File: config.mk
export PLATFORM = sky130hd
export DESIGN_NAME = utf8_to_utf16_fnv1a32_hash
export DESIGN_NICKNAME = d
export VERILOG_FILES = /design/src/rtl/u2h_pkg.sv /design/src/rtl/u2h_front.sv /design/src/rtl/u2h_fifo.sv /design/src/rtl/u2h_back.sv /design/src/rtl/utf8_to_utf16_fnv1a32_hash.sv
export SDC_FILE = /design/constraint.sdc
export NUM_CORES = 1
export LEC_CHECK = 0
export BUFFER_PORTS_ARGS = -buffer_cell sky130_fd_sc_hd__buf_2
export CORE_MARGIN = 4
export CORE_UTILIZATION = 50
export CTS_CLUSTER_SIZE = 16
export DETAILED_ROUTE_END_ITERATION = 7
export GPL_TIMING_DRIVEN = 0
export MAX_ROUTING_LAYER = met4
export PLACE_DENSITY_LB_ADDON = 0.08
export SYNTH_ARGS = -nofsm -noshare
export SYNTH_HDL_FRONTEND = slang
export SYNTH_SLANG_ARGS = --single-unit
export TNS_END_PERCENT = 10
File: constraint.sdc
create_clock -name clk -period 6.3 [get_ports clk]
set_input_delay 0.945 -clock clk [delete_from_list [all_inputs] [get_ports clk]]
set_output_delay 0.945 -clock clk [all_outputs]
set_load 0.01 [all_outputs]
File: src/rtl/u2h_pkg.sv
// Shared types, constants and decode helpers for the UTF-8 to UTF-16 FNV-1a hasher.
package u2h_pkg;

  localparam logic [31:0] FNV_BASIS   = 32'h811C_9DC5;
  localparam logic [31:0] FNV_PRIME   = 32'h0100_0193;
  localparam logic [15:0] REPL_UNIT   = 16'hFFFD;
  localparam logic [15:0] SURR_HI     = 16'hD800;
  localparam logic [15:0] SURR_LO     = 16'hDC00;
  localparam logic [20:0] SUPP_OFFSET = 21'h1_0000;
  localparam logic [20:0] BMP_MAX     = 21'h0_FFFF;

  // Lead classes: how many bytes a lead announces.
  localparam logic [2:0] LEN_BAD   = 3'd0;
  localparam logic [2:0] LEN_ASCII = 3'd1;
  localparam logic [2:0] LEN_TWO   = 3'd2;
  localparam logic [2:0] LEN_THREE = 3'd3;
  localparam logic [2:0] LEN_FOUR  = 3'd4;

  // One queue entry: the UTF-16 units that one byte releases.
  typedef struct packed {
    logic [2:0][15:0] unit;
    logic [1:0]       cnt;
    logic             last;
  } bundle_t;

  typedef struct packed {
    logic [15:0] u0;
    logic [15:0] u1;
    logic        two;
  } unit_pair_t;

  function automatic logic [2:0] lead_len(input logic [7:0] b);
    logic [2:0] len;
    if (!b[7])                   len = LEN_ASCII;
    else if (b[7:5] == 3'b110)   len = LEN_TWO;
    else if (b[7:4] == 4'b1110)  len = LEN_THREE;
    else if (b[7:3] == 5'b11110) len = LEN_FOUR;
    else                         len = LEN_BAD;
    return len;
  endfunction

  // A byte taken alone: ASCII passes, anything else is the replacement unit.
  function automatic logic [15:0] single_unit(input logic [7:0] b);
    return b[7] ? REPL_UNIT : {8'h00, b};
  endfunction

  // Decode a complete 2..4 byte sequence into one unit or a surrogate pair.
  function automatic unit_pair_t decode_seq(input logic [7:0] b0, input logic [7:0] b1,
                                            input logic [7:0] b2, input logic [7:0] b3,
                                            input logic [2:0] kind);
    logic [20:0] cp;
    logic [20:0] s;
    unit_pair_t  r;
    case (kind)
      LEN_TWO:   cp = {10'd0, b0[4:0], b1[5:0]};
      LEN_THREE: cp = {5'd0, b0[3:0], b1[5:0], b2[5:0]};
      default:   cp = {b0[2:0], b1[5:0], b2[5:0], b3[5:0]};
    endcase
    s = cp - SUPP_OFFSET;
    if (cp > BMP_MAX) begin
      r.u0  = SURR_HI + {5'd0, s[20:10]};
      r.u1  = SURR_LO + {6'd0, s[9:0]};
      r.two = 1'b1;
    end else begin
      r.u0  = cp[15:0];
      r.u1  = 16'h0000;
      r.two = 1'b0;
    end
    return r;
  endfunction

endpackage

File: src/rtl/u2h_front.sv
// Front end: takes UTF-8 bytes, buffers open sequences and emits UTF-16 unit bundles.
module u2h_front (
  input  logic              clk,
  input  logic              rst_n,
  input  logic              push,
  output logic              full,
  input  logic [7:0]        data_byte,
  input  logic              is_last,
  input  logic              q_full,
  output logic              q_push,
  output u2h_pkg::bundle_t  q_data
);

  logic [7:0] pend_r [3];
  logic [7:0] pend_nxt [3];
  logic [1:0] pcnt_r, pcnt_nxt;
  logic [2:0] need_r, need_nxt;

  logic                 accept;
  logic [7:0]           b0, b1, b2;
  logic [2:0]           n;
  logic                 complete;
  logic [2:0]           kind;
  u2h_pkg::unit_pair_t  seq;
  u2h_pkg::bundle_t     bnd;

  assign full   = q_full;
  assign accept = push & ~q_full;

  // Assemble the byte buffer with the new byte at the next free place.
  assign b0 = (pcnt_r == 2'd0) ? data_byte : pend_r[0];
  assign b1 = (pcnt_r == 2'd1) ? data_byte : pend_r[1];
  assign b2 = (pcnt_r == 2'd2) ? data_byte : pend_r[2];
  assign n        = {1'b0, pcnt_r} + 3'd1;
  assign complete = (pcnt_r != 2'd0) && (n == need_r);
  assign kind     = u2h_pkg::lead_len(data_byte);
  assign seq      = u2h_pkg::decode_seq(b0, b1, b2, data_byte, need_r);

  always_comb begin
    pend_nxt   = pend_r;
    pcnt_nxt   = pcnt_r;
    need_nxt   = need_r;
    bnd.unit   = '0;
    bnd.cnt    = 2'd0;
    bnd.last   = is_last;
    if (pcnt_r == 2'd0) begin
      if (is_last || (kind < u2h_pkg::LEN_TWO)) begin
        bnd.unit[0] = u2h_pkg::single_unit(data_byte);
        bnd.cnt     = 2'd1;
      end else begin
        pend_nxt[0] = data_byte;
        pcnt_nxt    = 2'd1;
        need_nxt    = kind;
      end
    end else if (complete) begin
      bnd.unit[0] = seq.u0;
      bnd.unit[1] = seq.u1;
      bnd.cnt     = seq.two ? 2'd2 : 2'd1;
      pcnt_nxt    = 2'd0;
      need_nxt    = 3'd0;
    end else if (is_last) begin
      // Cut-short sequence: the lead becomes a replacement, the rest are re-read as leads.
      bnd.unit[0] = u2h_pkg::REPL_UNIT;
      if (pcnt_r == 2'd1) begin
        bnd.unit[1] = u2h_pkg::single_unit(data_byte);
        bnd.cnt     = 2'd2;
      end else if (u2h_pkg::lead_len(pend_r[1]) == u2h_pkg::LEN_TWO) begin
        bnd.unit[1] = {5'd0, pend_r[1][4:0], data_byte[5:0]};
        bnd.cnt     = 2'd2;
      end else begin
        bnd.unit[1] = u2h_pkg::single_unit(pend_r[1]);
        bnd.unit[2] = u2h_pkg::single_unit(data_byte);
        bnd.cnt     = 2'd3;
      end
    end else begin
      case (pcnt_r)
        2'd1:    pend_nxt[1] = data_byte;
        default: pend_nxt[2] = data_byte;
      endcase
      pcnt_nxt = pcnt_r + 2'd1;
    end
    if (is_last) begin
      pcnt_nxt = 2'd0;
      need_nxt = 3'd0;
    end
  end

  assign q_push = accept & (bnd.cnt != 2'd0);
  assign q_data = bnd;

  always_ff @(posedge clk) begin
    if (!rst_n) begin
      pcnt_r <= 2'd0;
      need_r <= 3'd0;
    end else if (accept) begin
      pcnt_r <= pcnt_nxt;
      need_r <= need_nxt;
    end
  end

  always_ff @(posedge clk) begin
    if (accept) begin
      pend_r <= pend_nxt;
    end
  end

endmodule

File: src/rtl/u2h_fifo.sv
// Bundle queue between the byte front end and the hash back end.
module u2h_fifo #(
  parameter int DEPTH = 2
) (
  input  logic              clk,
  input  logic              rst_n,
  input  logic              push,
  input  u2h_pkg::bundle_t  wdata,
  output logic              full,
  input  logic              pop,
  output u2h_pkg::bundle_t  rdata,
  output logic              empty
);

  localparam int PW = (DEPTH > 1) ? $clog2(DEPTH) : 1;
  localparam int CW = $clog2(DEPTH + 1);

  u2h_pkg::bundle_t mem_r [DEPTH];
  logic [PW-1:0]    wr_ptr_r, rd_ptr_r;
  logic [CW-1:0]    count_r;
  logic             do_push, do_pop;

  assign full    = (count_r == CW'(DEPTH));
  assign empty   = (count_r == '0);
  assign do_push = push & ~full;
  assign do_pop  = pop & ~empty;
  assign rdata   = mem_r[rd_ptr_r];

  always_ff @(posedge clk) begin
    if (!rst_n) begin
      wr_ptr_r <= '0;
      rd_ptr_r <= '0;
      count_r  <= '0;
    end else begin
      if (do_push) begin
        wr_ptr_r <= (wr_ptr_r == PW'(DEPTH - 1)) ? '0 : wr_ptr_r + 1'b1;
      end
      if (do_pop) begin
        rd_ptr_r <= (rd_ptr_r == PW'(DEPTH - 1)) ? '0 : rd_ptr_r + 1'b1;
      end
      case ({do_push, do_pop})
        2'b10:   count_r <= count_r + 1'b1;
        2'b01:   count_r <= count_r - 1'b1;
        default: count_r <= count_r;
      endcase
    end
  end

  always_ff @(posedge clk) begin
    if (do_push) begin
      mem_r[wr_ptr_r] <= wdata;
    end
  end

endmodule

File: src/rtl/u2h_back.sv
// Back end: folds one UTF-16 unit per cycle unless stalled into the FNV-1a hash; holds the result.
module u2h_back (
  input  logic              clk,
  input  logic              rst_n,
  input  u2h_pkg::bundle_t  head,
  input  logic              q_empty,
  output logic              q_pop,
  output logic              empty,
  input  logic              pop,
  output logic [31:0]       hash_value
);

  logic [1:0]  idx_r;
  logic [31:0] hash_r;
  logic [31:0] out_hash_r;
  logic        out_vld_r;

  logic [15:0] unit_sel;
  logic        last_step;
  logic        deliver;
  logic        go;
  logic [31:0] folded;

  always_comb begin
    case (idx_r)
      2'd0:    unit_sel = head.unit[0];
      2'd1:    unit_sel = head.unit[1];
      default: unit_sel = head.unit[2];
    endcase
  end

  assign last_step = (idx_r == (head.cnt - 2'd1));
  assign deliver   = head.last & last_step;
  // Stall the final fold only while an untaken result still sits in the output register.
  assign go        = ~q_empty & (~deliver | ~out_vld_r | pop);
  assign folded    = (hash_r ^ {16'h0000, unit_sel}) * u2h_pkg::FNV_PRIME;
  assign q_pop     = go & last_step;

  assign empty      = ~out_vld_r;
  assign hash_value = out_hash_r;

  always_ff @(posedge clk) begin
    if (!rst_n) begin
      idx_r     <= 2'd0;
      hash_r    <= u2h_pkg::FNV_BASIS;
      out_vld_r <= 1'b0;
    end else begin
      if (go) begin
        idx_r  <= last_step ? 2'd0 : idx_r + 2'd1;
        hash_r <= deliver ? u2h_pkg::FNV_BASIS : folded;
      end
      if (go && deliver) begin
        out_vld_r <= 1'b1;
      end else if (pop) begin
        out_vld_r <= 1'b0;
      end
    end
  end

  always_ff @(posedge clk) begin
    if (go && deliver) begin
      out_hash_r <= folded;
    end
  end

endmodule

File: src/rtl/utf8_to_utf16_fnv1a32_hash.sv
// Top level of the UTF-8 to UTF-16 FNV-1a 32-bit string hasher.
//
// Push a string one UTF-8 byte per request on in_data_byte, with in_is_last set on its
// final byte; one 32-bit FNV-1a hash of the string's UTF-16 form comes out per string,
// oldest first, on out_hash_value while empty is low, and pop takes it. The front end
// accepts a byte every cycle that the bundle queue has room (full low), buffers the bytes
// of an open multi-byte sequence and hands the UTF-16 units that a byte releases (zero to
// three) to the queue as one bundle. The back end folds one unit per cycle through a
// single 32x32 multiplier while the queue holds a bundle and no untaken result stalls
// a final fold; a string cut short inside a sequence may release three units on its
// last byte. A result is loaded into the output register at the edge that folds its
// last unit, after its bundle has passed through the queue, and the next string folds
// all but its last unit while an untaken result waits.
// Continuation bytes are not checked:
// a byte that cannot lead a sequence hashes as U+FFFD, a sequence cut short by the end of
// the string turns its lead into U+FFFD and its trailing bytes are read again as leads,
// and code points above U+10FFFF still split into a pair whose units keep their low 16
// bits. QUEUE_DEPTH sets how many bundles may wait between the two halves.
module utf8_to_utf16_fnv1a32_hash #(
  parameter int QUEUE_DEPTH = 2
) (
  input  logic        clk,
  input  logic        rst_n,
  input  logic        push,
  output logic        full,
  input  logic [7:0]  in_data_byte,
  input  logic        in_is_last,
  output logic        empty,
  input  logic        pop,
  output logic [31:0] out_hash_value
);

  logic              q_push;
  logic              q_full;
  logic              q_pop;
  logic              q_empty;
  u2h_pkg::bundle_t  q_in;
  u2h_pkg::bundle_t  q_head;

  // Decode bytes and release unit bundles.
  u2h_front u_front (
    .clk       (clk),
    .rst_n     (rst_n),
    .push      (push),
    .full      (full),
    .data_byte (in_data_byte),
    .is_last   (in_is_last),
    .q_full    (q_full),
    .q_push    (q_push),
    .q_data    (q_in)
  );

  // Hold bundles so each half can stall on its own.
  u2h_fifo #(
    .DEPTH (QUEUE_DEPTH)
  ) u_fifo (
    .clk   (clk),
    .rst_n (rst_n),
    .push  (q_push),
    .wdata (q_in),
    .full  (q_full),
    .pop   (q_pop),
    .rdata (q_head),
    .empty (q_empty)
  );

  // Fold units into the running hash and deliver the result.
  u2h_back u_back (
    .clk        (clk),
    .rst_n      (rst_n),
    .head       (q_head),
    .q_empty    (q_empty),
    .q_pop      (q_pop),
    .empty      (empty),
    .pop        (pop),
    .hash_value (out_hash_value)
  );

  // The front end never pushes into a full queue.
  a_no_overflow: assert property (@(posedge clk) disable iff (!rst_n)
    q_push |-> !q_full)
    else $error("bundle pushed into a full queue");

  // Every pushed bundle carries at least one unit.
  a_bundle_nonempty: assert property (@(posedge clk) disable iff (!rst_n)
    q_push |-> (q_in.cnt != 2'd0))
    else $error("empty bundle pushed");

  // Only a string's last byte can release three units.
  a_three_only_last: assert property (@(posedge clk) disable iff (!rst_n)
    (q_push && (q_in.cnt == 2'd3)) |-> q_in.last)
    else $error("three-unit bundle without end of string");

  // The back end only retires a bundle that is present.
  a_pop_valid: assert property (@(posedge clk) disable iff (!rst_n)
    q_pop |-> !q_empty)
    else $error("bundle retired from an empty queue");

endmodule

Yosys cells after proc, flatten, opt, wreduce, memory -nomap -nowiden --
Memory sizes are Yosys's and may differ from the RTL's. A register that Yosys moved wholly into a read port is not among the register bits. Cells that the tools add are included.
Operators by class: add/subtract/negate cells 11, multipliers 1, $lt $le $gt $ge 2, equality and inequality tests 18, muxes and demuxes 52, bitwise operators 19, reduce and logical (&&, ||, !) cells 17
Operators by type and width (number):
- 2-to-1 mux 16 bit | 7
- 2-to-1 mux 32 bit | 2
- 2-to-1 mux 50 bit | 1
- 2-to-1 mux 3 bit | 16
- one-hot mux 21 bit (2 select lines) | 1
- 2-to-1 mux 18 bit | 2
- 2-to-1 mux 34 bit | 1
- 2-to-1 mux 33 bit | 1
- multiplier 32 x 25 -> 32 bit, second input constant | 1
- one-hot mux 16 bit (2 select lines) | 1
- bitwise XOR 32 x 16 -> 32 bit | 1
- > comparator 21 x 16 -> 1 bit, second input constant | 1
- subtractor 21 x 17 -> 21 bit, second input constant | 1
- adder 15 x 11 -> 16 bit, first input constant | 1
- adder 15 x 12 -> 16 bit, first input constant | 1
- 2-to-1 mux 2 bit | 7
- 2-to-1 mux 6 bit | 2
- == test 5 bit, second input constant | 2
- AND reduction 5 bit | 2
- == test 3 x 2 -> 1 bit, second input constant | 3
- 2-to-1 mux 1 bit | 9
- inverter 1 bit | 9
- == test 4 bit, second input constant | 2
- nonzero test 2 bit | 4
- 22 further kinds | 42
Word-level totals: register bits after elaboration 95, RAM bits 102, bits of input ports 13, word-level logic and storage cells 134, memories 1
Memories:
- u_fifo.mem_r | depth 2, width 51, rd ports 1, clocked after memory_dff 1, write ports 1, line u2h_fifo.sv:18 | u2h_pkg::bundle_t mem_r [DEPTH];

Depth between registers and ports, before layout --
word-level depth 20, mapped depth 31, depth with buffers taken out 28

By module --
A second synthesis with hierarchy kept.
Second synthesis, totals: cell total of the unflattened synthesis 1399, area, all modules 15184.6 µm²
Modules (own cells, without submodules):
- u2h_back | instances 1, cells each 856, area an instance 8411.8 µm², sequential area each 1661.6 µm²
- u2h_fifo | instances 1, cells each 185, area an instance 3902.5 µm², sequential area each 3163.0 µm²
- u2h_front | instances 1, cells each 358, area an instance 2870.3 µm², sequential area each 670.6 µm²

Worst setup path after synthesis --
OpenSTA, ideal clock, no wires.
path kind reg-to-reg, start reg u_back.idx_r[0], end reg u_back.hash_r[24], data arrival time 6659 ps, required time 6176 ps, setup slack -483 ps, cell stages (with the launch flop) 29, path buffers 3, cells stage by stage dfxtp_1 inv_1 ha_1 clkbuf_1 or2_2 clkbuf_1 a211oi_2 a21oi_1 xnor2_2 inv_1 ha_1 ha_1 fa_1 ha_1 fa_1 ha_1 inv_1 fa_1 inv_1 ha_1 clkbuf_1 a21o_1 a21oi_1 o21bai_1 a21o_1 a31o_2 a31oi_1 xnor2_1 a2111o_1
RTL lines:
- from (decl) | line u2h_back.sv:13 | logic [1:0] idx_r;
- from (signal assigned) | line u2h_back.sv:49 | idx_r <= last_step ? 2'd0 : idx_r + 2'd1;
- == test 2 x 1 -> 1 bit / logical NOT 2 bit (equally long branches) | line u2h_back.sv:25 | case (idx_r)
- one-hot mux 16 bit (2 select lines) * | line u2h_back.sv:25
- bitwise XOR 32 x 16 -> 32 bit * | line u2h_back.sv:36 | assign folded = (hash_r ^ {16'h0000, unit_sel}) * u2h_pkg::FNV_PRIME;
- multiplier 32 x 25 -> 32 bit * | line u2h_back.sv:36
- named net u_back.folded[24] | line u2h_back.sv:22 | logic [31:0] folded;
- 2-to-1 mux 32 bit * | line u2h_back.sv:50 | hash_r <= deliver ? u2h_pkg::FNV_BASIS : folded;
- to (signal assigned) | line u2h_back.sv:45 | hash_r <= u2h_pkg::FNV_BASIS;
- to (signal assigned) | line u2h_back.sv:50
- to (decl) | line u2h_back.sv:14 | logic [31:0] hash_r;
Mark *: on every way through the listed nets, which the timed path passes. The rest lies on a longest branch. A chain may end at the register's enable or synchronous reset.

Worst setup path in the final report --
start reg u_back.idx_r[1], end reg u_back.hash_r[24]
Same word-level chain as after synthesis.

==> results.sh <==
export IMPL_r2r_end="u_back.hash_r[24]"
export IMPL_tritoncts="yes"
export IMPL_clock_sinks=176
export IMPL_dp_slack_ns=-1.56
export IMPL_whs_endpoint="u_back.idx_r[1]"
export IMPL_ys_top_cells_by_count="inv_1 (202), ha_1 (189), edfxtp_1 (131)"
export IMPL_path_max_fanout=5
export IMPL_fillers=2055
export IMPL_die_h_um=174
export IMPL_critPathTopFamily="adder cells"
export IMPL_path_class="flop to flop"
export IMPL_port_buffers=46
export IMPL_rsz0062_at_grt="yes"
export IMPL_initial_core_util_pct=51.0
export IMPL_die_w_um=174
export IMPL_synth_area_per_cell_um2=10.5
export IMPL_gp_congestion=0.928
export IMPL_status="finished, violations left"
export IMPL_grt_ovfl_total=0
export IMPL_grt_max_degree=33
export IMPL_worst_slack_ns=-0.182
export IMPL_cts_buffer_depth=2
export IMPL_insertion_delay_ns=0.45
export IMPL_rrSetupSlack_ns=-0.18
export IMPL_yosysMostFrequentCell="inv_1"
export IMPL_synth_nets=1596
export IMPL_cts_root_buffer="clkbuf_16"
export IMPL_synth_ff_type="edfxtp_1"
export IMPL_drv_slew=0
export IMPL_vias=10500
export IMPL_grt_pass1_wl_mm=60.4
export IMPL_first_iter_violations=696
export IMPL_slew_headroom_pct=17.7
export IMPL_fmax_mhz=154
export IMPL_yosys_area_top_type="edfxtp_1"
export IMPL_cp_required_ns=6.62
export IMPL_critPathBufInv=10
export IMPL_rows=60
export IMPL_antenna_cells=0
export IMPL_area_growth_pct=29.4
export IMPL_nNetsFinal=1768
export IMPL_wl_mm=38.6
export IMPL_violations="setup timing"
export IMPL_placeableCoreArea_um2=27100
export IMPL_firstDrtPassIters=5
export IMPL_synthCells=1320
export IMPL_arrival_ns=6.80
export IMPL_io_pins=47
export IMPL_worst_pin_slew_ns=1.22
export IMPL_holdCritPathClass="flop to flop"
export IMPL_synth_area_um2=13800
export IMPL_fin_crit_ns=6.48
export IMPL_rr_startpoint="u_back.idx_r[1]"
export IMPL_drcViolationCount=0
export IMPL_grt_use_total_pct=26.2
export IMPL_endpoint_kind="flop"
export IMPL_first_global_vias=10800
export IMPL_min_path_cells=2
export IMPL_grt_antenna_before_repair=0
export IMPL_wl_per_cell_um=20.6
export IMPL_vias_per_cell=5.57
export IMPL_cts_buffers=17
export IMPL_synthTopCellsByArea="edfxtp_1 (28%), ha_1 (17%), fa_1 (11%)"
export IMPL_yosys_warnings=0
export IMPL_hold_start="u_back.idx_r[1]"
export IMPL_crit_path_top_delay_cell="fa_1"
export IMPL_hold_viol=0
export IMPL_max_stage_delay_ns=0.57
export IMPL_setup_violations=9
export IMPL_fin_crit_sh_pct=103
export IMPL_cts_htree_levels=4
export IMPL_reg2reg_depth=30
export IMPL_clk_pin_slew_ns=0.08
export IMPL_synth_cell_types=76
export IMPL_maxCapViolations=0
export IMPL_crit_path_start_kind="flop"
export IMPL_synth_seq_cells=176
export IMPL_dp_hpwl_mm=28.1
export IMPL_cpMostUsedCell="ha_4"
export IMPL_drive_above_1_share_pct=29.2
export IMPL_synthArstFlopShare_pct=0
export IMPL_die_area_um2=30400
export IMPL_synth_edff_count=131
export IMPL_drtAntennaViolNets=0
export IMPL_synthDominantCellAreaShare_pct=28.4
export IMPL_seq_area_frac_synth_pct=35.0
export IMPL_finalClockSkew_ns=0.0266
-- repair_timing --
action                                  in CTS  in global routing
hold buffers                                 0                  0
pin swaps                                   64                 61
endpoints found under the hold margin        0                  0
setup buffers                               62                 41
endpoints found under the setup margin      42                 34
cloned                                       2                  0
resized for setup                          170                 67
-- layout make-up --
| type | instances | area, µm² | share of cell area, % |
|---|---|---|---|
| Timing Repair Buffer | 156 | 1180 | 6.60 |
| Sequential cell | 176 | 4840 | 27.0 |
| Clock inverter | 15 | 215 | 1.20 |
| Inverter | 203 | 771 | 4.31 |
| Clock buffer | 17 | 425 | 2.38 |
| Multi-Input combinational cell | 894 | 9630 | 53.8 |
| Buffer | 44 | 368 | 2.06 |
| Tap cell | 372 | 465 | 2.60 |
-- sequential cells by signal, indices dropped and copies added, names as in the netlist, named ones only --
signal	cells
u_front.pcnt_r	2
u_fifo.rd_ptr_r	1
u_back.idx_r	2
u_back.hash_value	32
u_back.hash_r	32
u_back.out_vld_r	1
u_front.pend_r	19
u_fifo.mem_r	80
u_fifo.count_r	2
u_front.need_r	3
u_fifo.wr_ptr_r	1
-- cells by family after synthesis --
group | synth area share, %
AOI/OAI and AO/OA | 11.5
buffers and inverters | 7.07
DFF | 35.0
muxes | 5.14
adders and majority gates | 27.8
xor gates and xnor gates | 4.80
and+or+nand+nor | 8.70
-- metal layers --
layer	wire length [µm]	part of all wire, %	GRT usage, %
met2	19400	50	44.3
met4	1180	3.1	8.94
met1	16600	43	32.6
met3	1400	3.6	3.59
met5	0	0	-
-- placed cells by master, fill, tap and decap left out, drive strengths merged, types with 6 or more instances in the layout --
cell type    n
nand3       21
a211oi      16
nor2b        8
mux2        24
o22ai       16
a22oi       15
o211ai       9
buf        172
nor2        85
nand2b       8
o21ai       44
clkbuf      45
o21bai       8
a21oi       51
and2        13
a221oi      12
ha         189
xnor2       40
a21o         9
nand2       72
edfxtp     131
nand4       10
inv        213
a31oi        6
a22o        14
xor2        35
nor3        14
fa          74
dfxtp       45
mux2i       44
-- through the flow --
step / hold slack, ns / area, µm² / std cells / setup TNS, ns / utilization [%]
2_1_floorplan: 0.432 / 14200 / 1320 / -0.000629 / -
3_3_place_gp: 0.442 / 14900 / 1738 / -43.68 / 54.9
3_5_place_dp: 0.445 / 15000 / 1743 / -46.30 / 55.4
4_1_cts: 0.473 / 17200 / 1836 / -0.394 / 63.4
5_1_grt: 0.502 / 17900 / 1877 / -5.17 / 66.0
6_report: 0.473 / 17900 / 1877 / -0.687 / 66.0
-- tightest hold or removal path, delay by kind of cell (launching register included) --
| family | cells | cell delay [ns] |
|---|---|---|
| and+or+nand+nor | 1 | 0.05 |
| DFF | 1 | 0.34 |
| AOI/OAI and AO/OA | 1 | 0.05 |
-- worst max-delay path by stage --
stage                               start           endpoint  slack [ns]  cells past startpoint
after global routing      u_back.idx_r[1]  u_back.hash_r[24]       -0.40                     30
after CTS                 u_back.idx_r[0]  u_back.hash_r[31]       -0.12                     31
final                     u_back.idx_r[1]  u_back.hash_r[24]       -0.18                     30
after global placement               flop  u_back.hash_r[31]       -1.52                     24
after floorplan           u_back.idx_r[0]  u_back.hash_r[24]     -0.0006                     28
after detailed placement             flop  u_back.hash_r[31]       -1.56                     24
Power is not shown: default switching activity piles up to over one toggle a cycle in this logic, so the estimate is an artifact.
